File: src/hw/rtl/srr_pkg.sv
`default_nettype none
// ----------------------------------------------------------------------------
// srr_pkg
// Shared widths, fixed-point constants, controller states and the command and
// status bundles that join the controller and datapath of the rate reducer.
// ----------------------------------------------------------------------------
package srr_pkg;

    // Default parameter values
    localparam int DEF_SAMPLE_BITS      = 24;
    localparam int DEF_MAX_BLOCK_FRAMES = 4096;

    // Field widths
    localparam int RATE_W      = 25;   // Q1.24 rate and phase
    localparam int FRAC_W      = 24;   // fractional phase after wrap
    localparam int WET_W       = 17;   // Q1.16 wet amount
    localparam int WET_FRAC_W  = 16;
    localparam int WET_STEP_W  = 18;
    localparam int RATE_STEP_W = 26;
    localparam int FRAME_W     = 13;

    // Fixed-point constants
    localparam logic [RATE_W-1:0] ONE_RATE  = 25'd16777216;
    localparam logic [RATE_W-1:0] PHASE_MAX = 25'h1FF_FFFF;
    localparam logic [WET_W-1:0]  ONE_WET   = 17'd65536;

    typedef enum logic [3:0] {
        ST_IDLE,
        ST_FRAME_PREP,
        ST_LERP_DIFF,
        ST_LERP_MUL,
        ST_LERP_SUM,
        ST_MIX_DIFF,
        ST_MIX_MUL,
        ST_FRAME_OUT,
        ST_BLOCK_PREP,
        ST_BLOCK_DIV
    } srr_state_t;

    typedef struct packed {
        logic capture;     // latch the accepted transaction
        logic frame_prep;  // wrap phase, shift held samples
        logic lerp_diff;   // magnitude of newer - older
        logic lerp_mul;    // scale by phase fraction
        logic lerp_sum;    // form interpolated sample
        logic mix_diff;    // magnitude of lerp - dry
        logic mix_mul;     // scale by wet amount
        logic emit;        // write result register, advance ramps
        logic block_init;  // load targets directly, clear history
        logic div_start;   // launch the step dividers
        logic step_load;   // store the ramp steps
    } srr_cmd_t;

    typedef struct packed {
        logic div_busy;
        logic out_free;
        logic frames_zero;
    } srr_status_t;

endpackage : srr_pkg
`default_nettype wire

File: src/hw/rtl/srr_div.sv
`default_nettype none
// ----------------------------------------------------------------------------
// srr_div
// Restoring unsigned divider, one quotient bit per cycle. Busy is high while
// quotient bits are formed after start; the quotient is valid once busy drops.
// ----------------------------------------------------------------------------
module srr_div #(
    parameter int DIVIDEND_W = 25,
    parameter int DIVISOR_W  = 13
) (
    input  wire logic                  clk,
    input  wire logic                  rst_n,
    input  wire logic                  start,
    input  wire logic [DIVIDEND_W-1:0] dividend,
    input  wire logic [DIVISOR_W-1:0]  divisor,
    output logic                       busy,
    output logic [DIVIDEND_W-1:0]      quotient
);

    localparam int CNT_W = $clog2(DIVIDEND_W + 1);

    logic [CNT_W-1:0]      cnt_reg, cnt_next;
    logic [DIVISOR_W-1:0]  rem_reg, rem_next;
    logic [DIVIDEND_W-1:0] quo_reg, quo_next;
    logic [DIVISOR_W:0]    shifted;
    logic                  fits;

    always_comb
    begin
        shifted  = {rem_reg, quo_reg[DIVIDEND_W-1]};
        fits     = shifted >= {1'b0, divisor};
        cnt_next = cnt_reg;
        rem_next = rem_reg;
        quo_next = quo_reg;
        if (start)
        begin
            cnt_next = CNT_W'(DIVIDEND_W);
            rem_next = '0;
            quo_next = dividend;
        end
        else if (cnt_reg != '0)
        begin
            cnt_next = cnt_reg - 1'b1;
            rem_next = fits ? DIVISOR_W'(shifted - {1'b0, divisor})
                            : shifted[DIVISOR_W-1:0];
            quo_next = {quo_reg[DIVIDEND_W-2:0], fits};
        end
    end

    always_ff @(posedge clk or negedge rst_n)
    begin
        if (!rst_n)
        begin
            cnt_reg <= '0;
        end
        else
        begin
            cnt_reg <= cnt_next;
        end
    end

    always_ff @(posedge clk)
    begin
        rem_reg <= rem_next;
        quo_reg <= quo_next;
    end

    assign busy     = cnt_reg != '0;
    assign quotient = quo_reg;

    a_no_restart: assert property (@(posedge clk) disable iff (!rst_n)
        !(start && busy))
        else $error("divider restarted while busy");

    a_start_busy: assert property (@(posedge clk) disable iff (!rst_n)
        start |=> busy)
        else $error("divider did not go busy after start");

    a_rem_bound: assert property (@(posedge clk) disable iff (!rst_n)
        (busy && $stable(divisor) && !$past(start)) |-> (rem_reg < divisor))
        else $error("partial remainder not below divisor");

endmodule : srr_div
`default_nettype wire

File: src/hw/rtl/srr_ctrl.sv
`default_nettype none
// ----------------------------------------------------------------------------
// srr_ctrl
// Sequencer for the rate reducer: takes one transaction at a time and steps
// the datapath through the frame or block-start sequence.
// ----------------------------------------------------------------------------
module srr_ctrl (
    input  wire logic                 clk,
    input  wire logic                 rst_n,
    input  wire logic                 in_valid,
    input  wire logic                 operation,
    output logic                      in_stall,
    input  wire srr_pkg::srr_status_t status,
    output srr_pkg::srr_cmd_t         cmd
);

    import srr_pkg::*;

    srr_state_t state_reg, state_next;

    always_ff @(posedge clk or negedge rst_n)
    begin
        if (!rst_n)
        begin
            state_reg <= ST_IDLE;
        end
        else
        begin
            state_reg <= state_next;
        end
    end

    // Next state
    always_comb
    begin
        state_next = state_reg;
        unique case (state_reg)
            ST_IDLE:
            begin
                if (in_valid)
                begin
                    state_next = operation ? ST_BLOCK_PREP : ST_FRAME_PREP;
                end
            end
            ST_FRAME_PREP: state_next = ST_LERP_DIFF;
            ST_LERP_DIFF:  state_next = ST_LERP_MUL;
            ST_LERP_MUL:   state_next = ST_LERP_SUM;
            ST_LERP_SUM:   state_next = ST_MIX_DIFF;
            ST_MIX_DIFF:   state_next = ST_MIX_MUL;
            ST_MIX_MUL:    state_next = ST_FRAME_OUT;
            ST_FRAME_OUT:
            begin
                if (status.out_free)
                begin
                    state_next = ST_IDLE;
                end
            end
            ST_BLOCK_PREP:
            begin
                state_next = status.frames_zero ? ST_IDLE : ST_BLOCK_DIV;
            end
            ST_BLOCK_DIV:
            begin
                if (!status.div_busy)
                begin
                    state_next = ST_IDLE;
                end
            end
            default: state_next = ST_IDLE;
        endcase
    end

    // Outputs
    always_comb
    begin
        cmd      = '0;
        in_stall = 1'b1;
        unique case (state_reg)
            ST_IDLE:
            begin
                in_stall    = 1'b0;
                cmd.capture = in_valid;
            end
            ST_FRAME_PREP: cmd.frame_prep = 1'b1;
            ST_LERP_DIFF:  cmd.lerp_diff  = 1'b1;
            ST_LERP_MUL:   cmd.lerp_mul   = 1'b1;
            ST_LERP_SUM:   cmd.lerp_sum   = 1'b1;
            ST_MIX_DIFF:   cmd.mix_diff   = 1'b1;
            ST_MIX_MUL:    cmd.mix_mul    = 1'b1;
            ST_FRAME_OUT:  cmd.emit       = status.out_free;
            ST_BLOCK_PREP:
            begin
                cmd.block_init = status.frames_zero;
                cmd.div_start  = !status.frames_zero;
            end
            ST_BLOCK_DIV:  cmd.step_load  = !status.div_busy;
            default:       cmd            = '0;
        endcase
    end

    a_cmd_onehot: assert property (@(posedge clk) disable iff (!rst_n)
        $onehot0(cmd))
        else $error("more than one datapath command at once");

    a_idle_div: assert property (@(posedge clk) disable iff (!rst_n)
        (state_reg == ST_IDLE) |-> !status.div_busy)
        else $error("divider running while sequencer idle");

    a_frame_seq: assert property (@(posedge clk) disable iff (!rst_n)
        (state_reg == ST_IDLE && in_valid && !operation) |=>
            (state_reg == ST_FRAME_PREP))
        else $error("accepted frame did not start the frame sequence");

endmodule : srr_ctrl
`default_nettype wire

File: src/hw/rtl/srr_dp.sv
`default_nettype none
// ----------------------------------------------------------------------------
// srr_dp
// Datapath: phase accumulator, ramps, held sample pairs, one multiplier per
// channel shared by interpolation and mix, step dividers, result register.
// ----------------------------------------------------------------------------
module srr_dp #(
    parameter int SAMPLE_BITS      = srr_pkg::DEF_SAMPLE_BITS,
    parameter int MAX_BLOCK_FRAMES = srr_pkg::DEF_MAX_BLOCK_FRAMES
) (
    input  wire logic                                clk,
    input  wire logic                                rst_n,
    input  wire srr_pkg::srr_cmd_t                   cmd,
    output srr_pkg::srr_status_t                     status,
    input  wire logic                                cfg_write_en,
    input  wire logic                                cfg_write_data,
    input  wire logic signed [SAMPLE_BITS-1:0]       in_left,
    input  wire logic signed [SAMPLE_BITS-1:0]       in_right,
    input  wire logic [srr_pkg::WET_W-1:0]           wet_target,
    input  wire logic [srr_pkg::RATE_W-1:0]          rate_target,
    input  wire logic [srr_pkg::FRAME_W-1:0]         frame_count,
    input  wire logic                                out_stall,
    output logic                                     out_valid,
    output logic signed [SAMPLE_BITS-1:0]            out_left,
    output logic signed [SAMPLE_BITS-1:0]            out_right
);

    import srr_pkg::*;

    localparam int SB     = SAMPLE_BITS;
    localparam int PROD_W = SB + FRAC_W + 1;
    localparam logic [PROD_W-1:0] LERP_HALF = PROD_W'(1) << (FRAC_W - 1);
    localparam logic [PROD_W-1:0] MIX_HALF  = PROD_W'(1) << (WET_FRAC_W - 1);

    // Configuration and captured transaction
    logic                 mono_reg, mono_next;
    logic signed [SB-1:0] dry_reg [2];
    logic [WET_W-1:0]     wt_reg, wt_next;
    logic [RATE_W-1:0]    rt_reg, rt_next;
    logic [FRAME_W-1:0]   n_reg, n_next;

    // Architectural state
    logic [RATE_W-1:0]             phase_acc_reg, phase_acc_next;
    logic [WET_W-1:0]              wet_cur_reg, wet_cur_next;
    logic signed [WET_STEP_W-1:0]  wet_step_reg, wet_step_next;
    logic [RATE_W-1:0]             rate_cur_reg, rate_cur_next;
    logic signed [RATE_STEP_W-1:0] rate_step_reg, rate_step_next;
    logic signed [SB-1:0]          older_reg [2];
    logic signed [SB-1:0]          older_next [2];
    logic signed [SB-1:0]          newer_reg [2];
    logic signed [SB-1:0]          newer_next [2];

    // Working registers
    logic [FRAC_W-1:0]    frac_reg, frac_next;
    logic [SB:0]          mag_reg [2];
    logic [SB:0]          mag_next [2];
    logic                 neg_reg [2];
    logic                 neg_next [2];
    logic [SB:0]          prod_reg [2];
    logic [SB:0]          prod_next [2];
    logic signed [SB-1:0] lerp_reg [2];
    logic signed [SB-1:0] lerp_next [2];
    logic                 wneg_reg, wneg_next;
    logic                 rneg_reg, rneg_next;

    // Result register
    logic                 out_valid_reg, out_valid_next;
    logic signed [SB-1:0] out_left_reg, out_left_next;
    logic signed [SB-1:0] out_right_reg, out_right_next;

    // Combinational terms
    logic                      wrap;
    logic [FRAC_W-1:0]         frac_wrapped;
    logic [RATE_W:0]           phase_sum;
    logic [RATE_W-1:0]         phase_sat;
    logic signed [SB:0]        sel_diff [2];
    logic [SB:0]               abs_diff [2];
    logic [FRAC_W-1:0]         mul_b;
    logic [PROD_W-1:0]         raw_prod [2];
    logic [PROD_W-1:0]         round_prod [2];
    logic signed [SB:0]        signed_p [2];
    logic signed [SB:0]        lerp_sum [2];
    logic signed [SB:0]        res_sum [2];
    logic signed [WET_W+1:0]   wet_sum;
    logic signed [RATE_W+1:0]  rate_sum;
    logic signed [WET_W+1:0]   wet_diff;
    logic signed [RATE_W:0]    rate_diff;
    logic [WET_W+1:0]          wet_mag;
    logic [RATE_W:0]           rate_mag;
    logic                      out_free;
    logic                      wdiv_busy, rdiv_busy;
    logic [RATE_W-1:0]         wdiv_q, rdiv_q;

    assign out_free = !out_valid_reg || !out_stall;

    // Phase wrap and advance
    always_comb
    begin
        wrap         = phase_acc_reg >= ONE_RATE;
        frac_wrapped = wrap ? FRAC_W'(phase_acc_reg - ONE_RATE)
                            : phase_acc_reg[FRAC_W-1:0];
        phase_sum    = (RATE_W+1)'(frac_wrapped) + (RATE_W+1)'(rate_cur_reg);
        phase_sat    = (phase_sum > (RATE_W+1)'(PHASE_MAX)) ? PHASE_MAX
                                                             : phase_sum[RATE_W-1:0];
    end

    // Per-channel arithmetic: one multiplier per channel, both products
    assign mul_b = cmd.lerp_mul ? frac_reg : FRAC_W'(wet_cur_reg);

    always_comb
    begin
        for (int ch = 0; ch < 2; ch++)
        begin
            if (cmd.lerp_diff)
            begin
                sel_diff[ch] = {newer_reg[ch][SB-1], newer_reg[ch]}
                             - {older_reg[ch][SB-1], older_reg[ch]};
            end
            else
            begin
                sel_diff[ch] = {lerp_reg[ch][SB-1], lerp_reg[ch]}
                             - {dry_reg[ch][SB-1], dry_reg[ch]};
            end
            abs_diff[ch]   = sel_diff[ch][SB] ? (SB+1)'(-sel_diff[ch])
                                              : (SB+1)'(sel_diff[ch]);
            raw_prod[ch]   = PROD_W'(mag_reg[ch]) * PROD_W'(mul_b);
            round_prod[ch] = raw_prod[ch] + (cmd.lerp_mul ? LERP_HALF : MIX_HALF);
            signed_p[ch]   = neg_reg[ch] ? -$signed(prod_reg[ch]) : $signed(prod_reg[ch]);
            lerp_sum[ch]   = {older_reg[ch][SB-1], older_reg[ch]} + signed_p[ch];
            res_sum[ch]    = {dry_reg[ch][SB-1], dry_reg[ch]} + signed_p[ch];
        end
    end

    // Ramps and block step dividends
    always_comb
    begin
        wet_sum   = $signed({2'b00, wet_cur_reg})
                  + $signed({wet_step_reg[WET_STEP_W-1], wet_step_reg});
        rate_sum  = $signed({2'b00, rate_cur_reg})
                  + $signed({rate_step_reg[RATE_STEP_W-1], rate_step_reg});
        wet_diff  = $signed({2'b00, wt_reg}) - $signed({2'b00, wet_cur_reg});
        rate_diff = $signed({1'b0, rt_reg}) - $signed({1'b0, rate_cur_reg});
        wet_mag   = wet_diff[WET_W+1] ? (WET_W+2)'(-wet_diff) : (WET_W+2)'(wet_diff);
        rate_mag  = rate_diff[RATE_W] ? (RATE_W+1)'(-rate_diff) : (RATE_W+1)'(rate_diff);
    end

    // Next-state logic
    always_comb
    begin
        mono_next      = cfg_write_en ? cfg_write_data : mono_reg;
        wt_next        = wt_reg;
        rt_next        = rt_reg;
        n_next         = n_reg;
        phase_acc_next = phase_acc_reg;
        wet_cur_next   = wet_cur_reg;
        wet_step_next  = wet_step_reg;
        rate_cur_next  = rate_cur_reg;
        rate_step_next = rate_step_reg;
        frac_next      = frac_reg;
        wneg_next      = wneg_reg;
        rneg_next      = rneg_reg;
        out_valid_next = out_valid_reg && out_stall;
        out_left_next  = out_left_reg;
        out_right_next = out_right_reg;
        for (int ch = 0; ch < 2; ch++)
        begin
            older_next[ch] = older_reg[ch];
            newer_next[ch] = newer_reg[ch];
            mag_next[ch]   = mag_reg[ch];
            neg_next[ch]   = neg_reg[ch];
            prod_next[ch]  = prod_reg[ch];
            lerp_next[ch]  = lerp_reg[ch];
        end

        // Clamp block targets on capture
        if (cmd.capture)
        begin
            wt_next = (wet_target > ONE_WET) ? ONE_WET : wet_target;
            rt_next = (rate_target > ONE_RATE) ? ONE_RATE : rate_target;
            n_next  = (int'(frame_count) > MAX_BLOCK_FRAMES)
                    ? FRAME_W'(MAX_BLOCK_FRAMES) : frame_count;
        end

        if (cmd.frame_prep)
        begin
            frac_next      = frac_wrapped;
            phase_acc_next = phase_sat;
            for (int ch = 0; ch < 2; ch++)
            begin
                // right channel history holds in mono
                if (wrap && (ch == 0 || !mono_reg))
                begin
                    older_next[ch] = newer_reg[ch];
                    newer_next[ch] = dry_reg[ch];
                end
            end
        end

        if (cmd.lerp_diff || cmd.mix_diff)
        begin
            for (int ch = 0; ch < 2; ch++)
            begin
                mag_next[ch] = abs_diff[ch];
                neg_next[ch] = sel_diff[ch][SB];
            end
        end

        if (cmd.lerp_mul)
        begin
            for (int ch = 0; ch < 2; ch++)
            begin
                prod_next[ch] = round_prod[ch][SB+FRAC_W:FRAC_W];
            end
        end

        if (cmd.mix_mul)
        begin
            for (int ch = 0; ch < 2; ch++)
            begin
                prod_next[ch] = round_prod[ch][SB+WET_FRAC_W:WET_FRAC_W];
            end
        end

        if (cmd.lerp_sum)
        begin
            for (int ch = 0; ch < 2; ch++)
            begin
                lerp_next[ch] = lerp_sum[ch][SB-1:0];
            end
        end

        if (cmd.emit)
        begin
            out_valid_next = 1'b1;
            out_left_next  = res_sum[0][SB-1:0];
            out_right_next = mono_reg ? res_sum[0][SB-1:0] : res_sum[1][SB-1:0];
            if (wet_sum < 0)
            begin
                wet_cur_next = '0;
            end
            else if (wet_sum > $signed({2'b00, ONE_WET}))
            begin
                wet_cur_next = ONE_WET;
            end
            else
            begin
                wet_cur_next = wet_sum[WET_W-1:0];
            end
            if (rate_sum < 0)
            begin
                rate_cur_next = '0;
            end
            else if (rate_sum > $signed({2'b00, ONE_RATE}))
            begin
                rate_cur_next = ONE_RATE;
            end
            else
            begin
                rate_cur_next = rate_sum[RATE_W-1:0];
            end
        end

        if (cmd.block_init)
        begin
            wet_cur_next   = wt_reg;
            rate_cur_next  = rt_reg;
            wet_step_next  = '0;
            rate_step_next = '0;
            phase_acc_next = ONE_RATE;
            for (int ch = 0; ch < 2; ch++)
            begin
                older_next[ch] = '0;
                newer_next[ch] = '0;
            end
        end

        if (cmd.div_start)
        begin
            wneg_next = wet_diff[WET_W+1];
            rneg_next = rate_diff[RATE_W];
        end

        if (cmd.step_load)
        begin
            wet_step_next  = wneg_reg ? -$signed(WET_STEP_W'(wdiv_q))
                                      : $signed(WET_STEP_W'(wdiv_q));
            rate_step_next = rneg_reg ? -$signed(RATE_STEP_W'(rdiv_q))
                                      : $signed(RATE_STEP_W'(rdiv_q));
        end
    end

    always_ff @(posedge clk or negedge rst_n)
    begin
        if (!rst_n)
        begin
            mono_reg      <= 1'b0;
            out_valid_reg <= 1'b0;
            phase_acc_reg <= '0;
            wet_cur_reg   <= '0;
            wet_step_reg  <= '0;
            rate_cur_reg  <= '0;
            rate_step_reg <= '0;
            for (int ch = 0; ch < 2; ch++)
            begin
                older_reg[ch] <= '0;
                newer_reg[ch] <= '0;
            end
        end
        else
        begin
            mono_reg      <= mono_next;
            out_valid_reg <= out_valid_next;
            phase_acc_reg <= phase_acc_next;
            wet_cur_reg   <= wet_cur_next;
            wet_step_reg  <= wet_step_next;
            rate_cur_reg  <= rate_cur_next;
            rate_step_reg <= rate_step_next;
            for (int ch = 0; ch < 2; ch++)
            begin
                older_reg[ch] <= older_next[ch];
                newer_reg[ch] <= newer_next[ch];
            end
        end
    end

    always_ff @(posedge clk)
    begin
        if (cmd.capture)
        begin
            dry_reg[0] <= in_left;
            dry_reg[1] <= in_right;
        end
        wt_reg        <= wt_next;
        rt_reg        <= rt_next;
        n_reg         <= n_next;
        frac_reg      <= frac_next;
        wneg_reg      <= wneg_next;
        rneg_reg      <= rneg_next;
        out_left_reg  <= out_left_next;
        out_right_reg <= out_right_next;
        for (int ch = 0; ch < 2; ch++)
        begin
            mag_reg[ch]  <= mag_next[ch];
            neg_reg[ch]  <= neg_next[ch];
            prod_reg[ch] <= prod_next[ch];
            lerp_reg[ch] <= lerp_next[ch];
        end
    end

    srr_div #(
        .DIVIDEND_W (RATE_W),
        .DIVISOR_W  (FRAME_W)
    ) u_wet_div (
        .clk      (clk),
        .rst_n    (rst_n),
        .start    (cmd.div_start),
        .dividend (RATE_W'(wet_mag)),
        .divisor  (n_reg),
        .busy     (wdiv_busy),
        .quotient (wdiv_q)
    );

    srr_div #(
        .DIVIDEND_W (RATE_W),
        .DIVISOR_W  (FRAME_W)
    ) u_rate_div (
        .clk      (clk),
        .rst_n    (rst_n),
        .start    (cmd.div_start),
        .dividend (rate_mag[RATE_W-1:0]),
        .divisor  (n_reg),
        .busy     (rdiv_busy),
        .quotient (rdiv_q)
    );

    assign status.div_busy    = wdiv_busy || rdiv_busy;
    assign status.out_free    = out_free;
    assign status.frames_zero = n_reg == '0;

    assign out_valid = out_valid_reg;
    assign out_left  = out_left_reg;
    assign out_right = out_right_reg;

    a_wet_range: assert property (@(posedge clk) disable iff (!rst_n)
        wet_cur_reg <= ONE_WET)
        else $error("wet ramp outside its range");

    a_rate_range: assert property (@(posedge clk) disable iff (!rst_n)
        rate_cur_reg <= ONE_RATE)
        else $error("rate ramp outside its range");

    a_emit_free: assert property (@(posedge clk) disable iff (!rst_n)
        cmd.emit |-> (!out_valid_reg || !out_stall))
        else $error("result overwritten before it was taken");

endmodule : srr_dp
`default_nettype wire

File: src/hw/rtl/sample_rate_reducer_lerp_unit.sv
`default_nettype none
// ----------------------------------------------------------------------------
// sample_rate_reducer_lerp_unit
// Lo-fi resampler with linear interpolation and dry/wet mix, stereo or mono.
// ----------------------------------------------------------------------------
// Usage:
//   Input channel (in_valid / in_stall) carries one transaction per item:
//   operation 0 is an audio frame, operation 1 starts a block with new wet
//   and rate targets over frame_count frames (0 re-initializes the state).
//   Output channel (out_valid / out_stall) returns one result per audio
//   frame; block starts return nothing. cfg_write_en / cfg_write_data set the
//   mono flag; write it only while the block is idle.
// Sequencing:
//   An audio frame is sequenced through phase wrap, difference, multiply and
//   sum steps for interpolation and then for mix; its result is registered
//   in the output step, which waits until the result register is free, and
//   the next transaction is taken only once the block is idle again. A block
//   start with nonzero count runs the two bit-serial step dividers in
//   parallel; a count of 0 skips them. One transaction is in work at a time.
// Reset:
//   rst_n clears phase, ramps, steps, held samples, mono flag and the output
//   register; the first result appears only after a new frame.
// Backpressure:
//   The result register holds while out_stall is high; the block keeps taking
//   a transaction and works on it until it needs the result register, then
//   holds in its last step.
// ----------------------------------------------------------------------------
module sample_rate_reducer_lerp_unit #(
    parameter int SAMPLE_BITS      = srr_pkg::DEF_SAMPLE_BITS,
    parameter int MAX_BLOCK_FRAMES = srr_pkg::DEF_MAX_BLOCK_FRAMES
) (
    input  wire logic                          clk,
    input  wire logic                          rst_n,
    // configuration
    input  wire logic                          cfg_write_en,
    input  wire logic                          cfg_write_data,
    // input channel
    input  wire logic                          in_valid,
    output logic                               in_stall,
    input  wire logic                          operation,
    input  wire logic signed [SAMPLE_BITS-1:0] in_left,
    input  wire logic signed [SAMPLE_BITS-1:0] in_right,
    input  wire logic [srr_pkg::WET_W-1:0]     wet_target,
    input  wire logic [srr_pkg::RATE_W-1:0]    rate_target,
    input  wire logic [srr_pkg::FRAME_W-1:0]   frame_count,
    // output channel
    output logic                               out_valid,
    input  wire logic                          out_stall,
    output logic signed [SAMPLE_BITS-1:0]      out_left,
    output logic signed [SAMPLE_BITS-1:0]      out_right
);

    import srr_pkg::*;

    srr_cmd_t    cmd;
    srr_status_t status;

    // Sequencer: accept, then step the datapath
    srr_ctrl u_ctrl (
        .clk       (clk),
        .rst_n     (rst_n),
        .in_valid  (in_valid),
        .operation (operation),
        .in_stall  (in_stall),
        .status    (status),
        .cmd       (cmd)
    );

    // Datapath: state, arithmetic, dividers and result register
    srr_dp #(
        .SAMPLE_BITS      (SAMPLE_BITS),
        .MAX_BLOCK_FRAMES (MAX_BLOCK_FRAMES)
    ) u_dp (
        .clk            (clk),
        .rst_n          (rst_n),
        .cmd            (cmd),
        .status         (status),
        .cfg_write_en   (cfg_write_en),
        .cfg_write_data (cfg_write_data),
        .in_left        (in_left),
        .in_right       (in_right),
        .wet_target     (wet_target),
        .rate_target    (rate_target),
        .frame_count    (frame_count),
        .out_stall      (out_stall),
        .out_valid      (out_valid),
        .out_left       (out_left),
        .out_right      (out_right)
    );

endmodule : sample_rate_reducer_lerp_unit
`default_nettype wire

File: config.mk
export PLATFORM = sky130hd
export DESIGN_NAME = sample_rate_reducer_lerp_unit
export DESIGN_NICKNAME = d
export VERILOG_FILES = /design/src/hw/rtl/srr_pkg.sv /design/src/hw/rtl/srr_div.sv /design/src/hw/rtl/srr_ctrl.sv /design/src/hw/rtl/srr_dp.sv /design/src/hw/rtl/sample_rate_reducer_lerp_unit.sv
export SDC_FILE = /design/constraint.sdc
export NUM_CORES = 2
export LEC_CHECK = 0
export BUFFER_PORTS_ARGS = -buffer_cell sky130_fd_sc_hd__buf_2
export CORE_MARGIN = 10
export CORE_UTILIZATION = 30
export DETAILED_ROUTE_END_ITERATION = 10
export GPL_TIMING_DRIVEN = 0
export PLACE_DENSITY = 0.45
export SETUP_SLACK_MARGIN = 0.3
export SYNTH_ARGS = -nofsm -noshare
export SYNTH_HDL_FRONTEND = slang
export SYNTH_SLANG_ARGS = --single-unit
File: constraint.sdc
create_clock -name clk -period 11.9 [get_ports clk]
set_input_delay 0 -clock clk [delete_from_list [all_inputs] [get_ports clk]]
set_output_delay 0 -clock clk [all_outputs]
set_load 0.01 [all_outputs]
==> impl_metrics.csv <==
group,metric,value,unit
critical_path,cp.arrival,11400,ps
worst_hold_path,worstHoldStart,"in_right[21]",
routing,drt_iter0_markers,4091,
routing,firstDrtPassIters,7,
logic_synthesis,ys_types,92,
logic_synthesis,synthCells,8773,
timing,maxSlewHeadroom,16.5,%
die,die_y,535,um
global_route,grt.overflow.total,0,
die,start_util,30.1,%
global_route,grt_use_total,19.3,%
critical_path,path_class,"reg -> reg",
global_route,antenna_found_initial,19,
global_route,grt_max_degree,109,
critical_path,slowest_stage,"clkbuf_1",
critical_path,startpoint_type,"flip-flop",
die,die_w,535,um
finish,multi_input_area,55700,um^2
finish,final_cell_mix,"inv_1 (1417), nand2_1 (1214), fa_1 (1023), ha_1 (704), and2_1 (466)",
logic_synthesis,ys_ff_latch,624,
die,row_count,189,
cts,htreeDepth,3,
critical_path,crit_fanout,10,
routing,drc,0,
placement,gp_congestion,0.905,
cts,clockBufferDepth,3,
timing,fin_crit,11030,ps
worst_hold_path,hold-path-cell-count,2,
cts,numCtsBuffers,73,
global_route,grt_pass1_vias,65500,
placement,post-dp-hpwl,235,mm
critical_path,r2r_start,"u_ctrl.state_reg[0]$_DFFE_PN0P_",
timing,rsz0062_at_grt,"false",
critical_path,cp_common_cell,"fa_1",
timing,finalSetupViolCount,0,
routing,vias_per_cell,4.93,
worst_hold_path,hold_class,"in -> reg",
timing,slew_violations,0,
critical_path,reg2reg_depth,33,
logic_synthesis,syn_nets,10600,
placement,port_buffers,159,
cts,path_clk_slew,60,ps
critical_path,cpPeakStageDelay,940,ps
routing,wl_per_cell,22.0,um
die,dieArea,287000,um^2
routing,ant_nets,0,
finish,layout-drive-gt1-share,4.24,%
timing,finalHoldViolCount,0,
critical_path,r2r_setup_slack,870,ps
routing,vias,62900,
finish,largest_register_ffs,50,
logic_synthesis,syn-cell-area,79700,um^2
finish,num-fill-cells,27700,
finish,fin_cells,12800,
placement,placedCellCount,12500,
worst_hold_path,hold_end,"u_dp.dry_reg[0][45]$_DFFE_PP_",
critical_path,end_kind,"flip-flop",
finish,final_common_cell,"inv_1",
critical_path,startpoint,"u_ctrl.state_reg[0]$_DFFE_PN0P_",
logic_synthesis,syn_area_per_cell,9.09,um^2
cts,cts-root-buf,"clkbuf_16",
global_route,grt_pass1_wl,421,mm
logic_synthesis,synth_ff_type,"edfxtp_1",
logic_synthesis,yosys_warnings,0,
logic_synthesis,ys_async_sr_fraction,35.7,%
cts,cts.sinks,624,
critical_path,critPathRequiredTime,12270,ps
critical_path,r2r-end,"u_dp.prod_reg[0][47]$_DFFE_PP_",
timing,tightest_slew,1250,ps
timing,min_period_over_period,92.7,%
finish,seqCellArea,17300,um^2
die,ios,160,
flow_run,maxCapViolCount,0,
finish,final_nets,11000,
cts,worst_skew_pair.late_latency,660,ps
cts,cts_tree,"done",
finish,area_growth,11.7,%
logic_synthesis,yosysSeqAreaShare,21.7,%
timing,fin_skew,28.5,ps
routing,drt_wl_total,280,mm
logic_synthesis,synth_edf_count,369,
die,core,265000,um^2
timing,max_freq,90.7,MHz
status,status,"complete, no violations",
==> how the worst max path moves through the flow <==
stage,endpoint,cells past startpoint
5_1_grt,u_dp.prod_reg[0][48]$_DFFE_PP_,33
3_3_place_gp,u_dp.prod_reg[0][47]$_DFFE_PP_,30
4_1_cts,u_dp.prod_reg[0][47]$_DFFE_PP_,34
6_report,u_dp.prod_reg[0][47]$_DFFE_PP_,33
3_5_place_dp,u_dp.prod_reg[0][47]$_DFFE_PP_,32
2_1_floorplan,u_dp.prod_reg[0][22]$_DFFE_PP_,33
==> repair_timing <==
action	CTS	global route
pin swaps	0	0
gates resized for setup	1	26
hold buffers	134	0
setup buffers	4	0
endpoints found under the hold margin	249	0
setup endpoints to repair	9	13
==> cells in the mapped netlist, types with 47 or more instances <==
| cell | count | area (um^2) |
|---|---|---|
| xor2_1 | 185 | 1620 |
| inv_1 | 1417 | 5320 |
| edfxtp_1 | 369 | 11100 |
| ha_1 | 704 | 8810 |
| o21bai_1 | 63 | 473 |
| or3_1 | 47 | 294 |
| fa_1 | 1023 | 20500 |
| nor3_1 | 105 | 526 |
| o21a_1 | 50 | 375 |
| nand2b_1 | 53 | 332 |
| clkbuf_1 | 366 | 1370 |
| nor2_1 | 282 | 1060 |
| a21o_1 | 109 | 818 |
| nand3_1 | 86 | 430 |
| a21oi_1 | 444 | 2220 |
| dfrtp_1 | 223 | 5580 |
| nor2b_1 | 92 | 576 |
| o21ai_0 | 352 | 1760 |
| nand2_1 | 1215 | 4560 |
| xnor2_1 | 310 | 2720 |
| and3_1 | 203 | 1270 |
| o31ai_1 | 57 | 428 |
| and2_1 | 466 | 2920 |
==> through the flow <==
step           hold WS (ps)  setup WS [ps]  util, %  TNS, ps  instance area (um^2)
2_1_floorplan          -296           3370        -        0                 79700
3_3_place_gp            176           -383     32.1    -1470                 84900
3_5_place_dp           -152           -254     32.2     -584                 85200
4_1_cts               0.693            304     33.6        0                 89000
5_1_grt                44.7            324     33.6        0                 89000
6_report               54.1            870     33.6        0                 89100
==> layout make-up <==
| cell class | instances | share of cell area, % |
|---|---|---|
| antenna | 6 | 0.0169 |
| inverter | 1418 | 5.98 |
| multi-input combinational | 6342 | 62.5 |
| timing repair buffer | 312 | 2.73 |
| tap | 3533 | 4.96 |
| sequential | 624 | 19.4 |
| clock inverter | 47 | 0.506 |
| buffer | 389 | 1.66 |
| clock buffer | 87 | 2.20 |
==> cell families (layout without fill, tap and decap cells) <==
group	after synthesis	after routing	share of synthesized area (%)
AND/OR/NAND/NOR	2681	2681	16.2
buffers and inverters	1807	2253	8.51
adder cells (fa/ha/maj)	1727	1727	36.7
AO/OA/AOI/OAI	1387	1387	10.7
flip-flops	624	624	21.7
XOR/XNOR	495	495	5.44
multiplexers	52	52	0.680
other	0	6	0
==> critical path, delay by kind of cell (launching register included) <==
| kind | cells | cell delay (ps) |
|---|---|---|
| buffers and inverters | 9 | 1910 |
| AND/OR/NAND/NOR | 6 | 900 |
| XOR/XNOR | 1 | 160 |
| flip-flops | 1 | 410 |
| adder cells (fa/ha/maj) | 8 | 3700 |
| AO/OA/AOI/OAI | 9 | 3610 |
==> layer usage <==
layer	vias to the layer above	part of all wire, %	GRT usage, %
met5	-	0.027	0
met1	31800	46	26.8
met2	1542	46	31.4
met4	12	3.2	5.43
met3	362	5.3	2.46
li1	29200	-	-
Power is left out: the tool's default activity adds up to more than one toggle a clock period on the data nets, which glitch-free logic cannot reach.
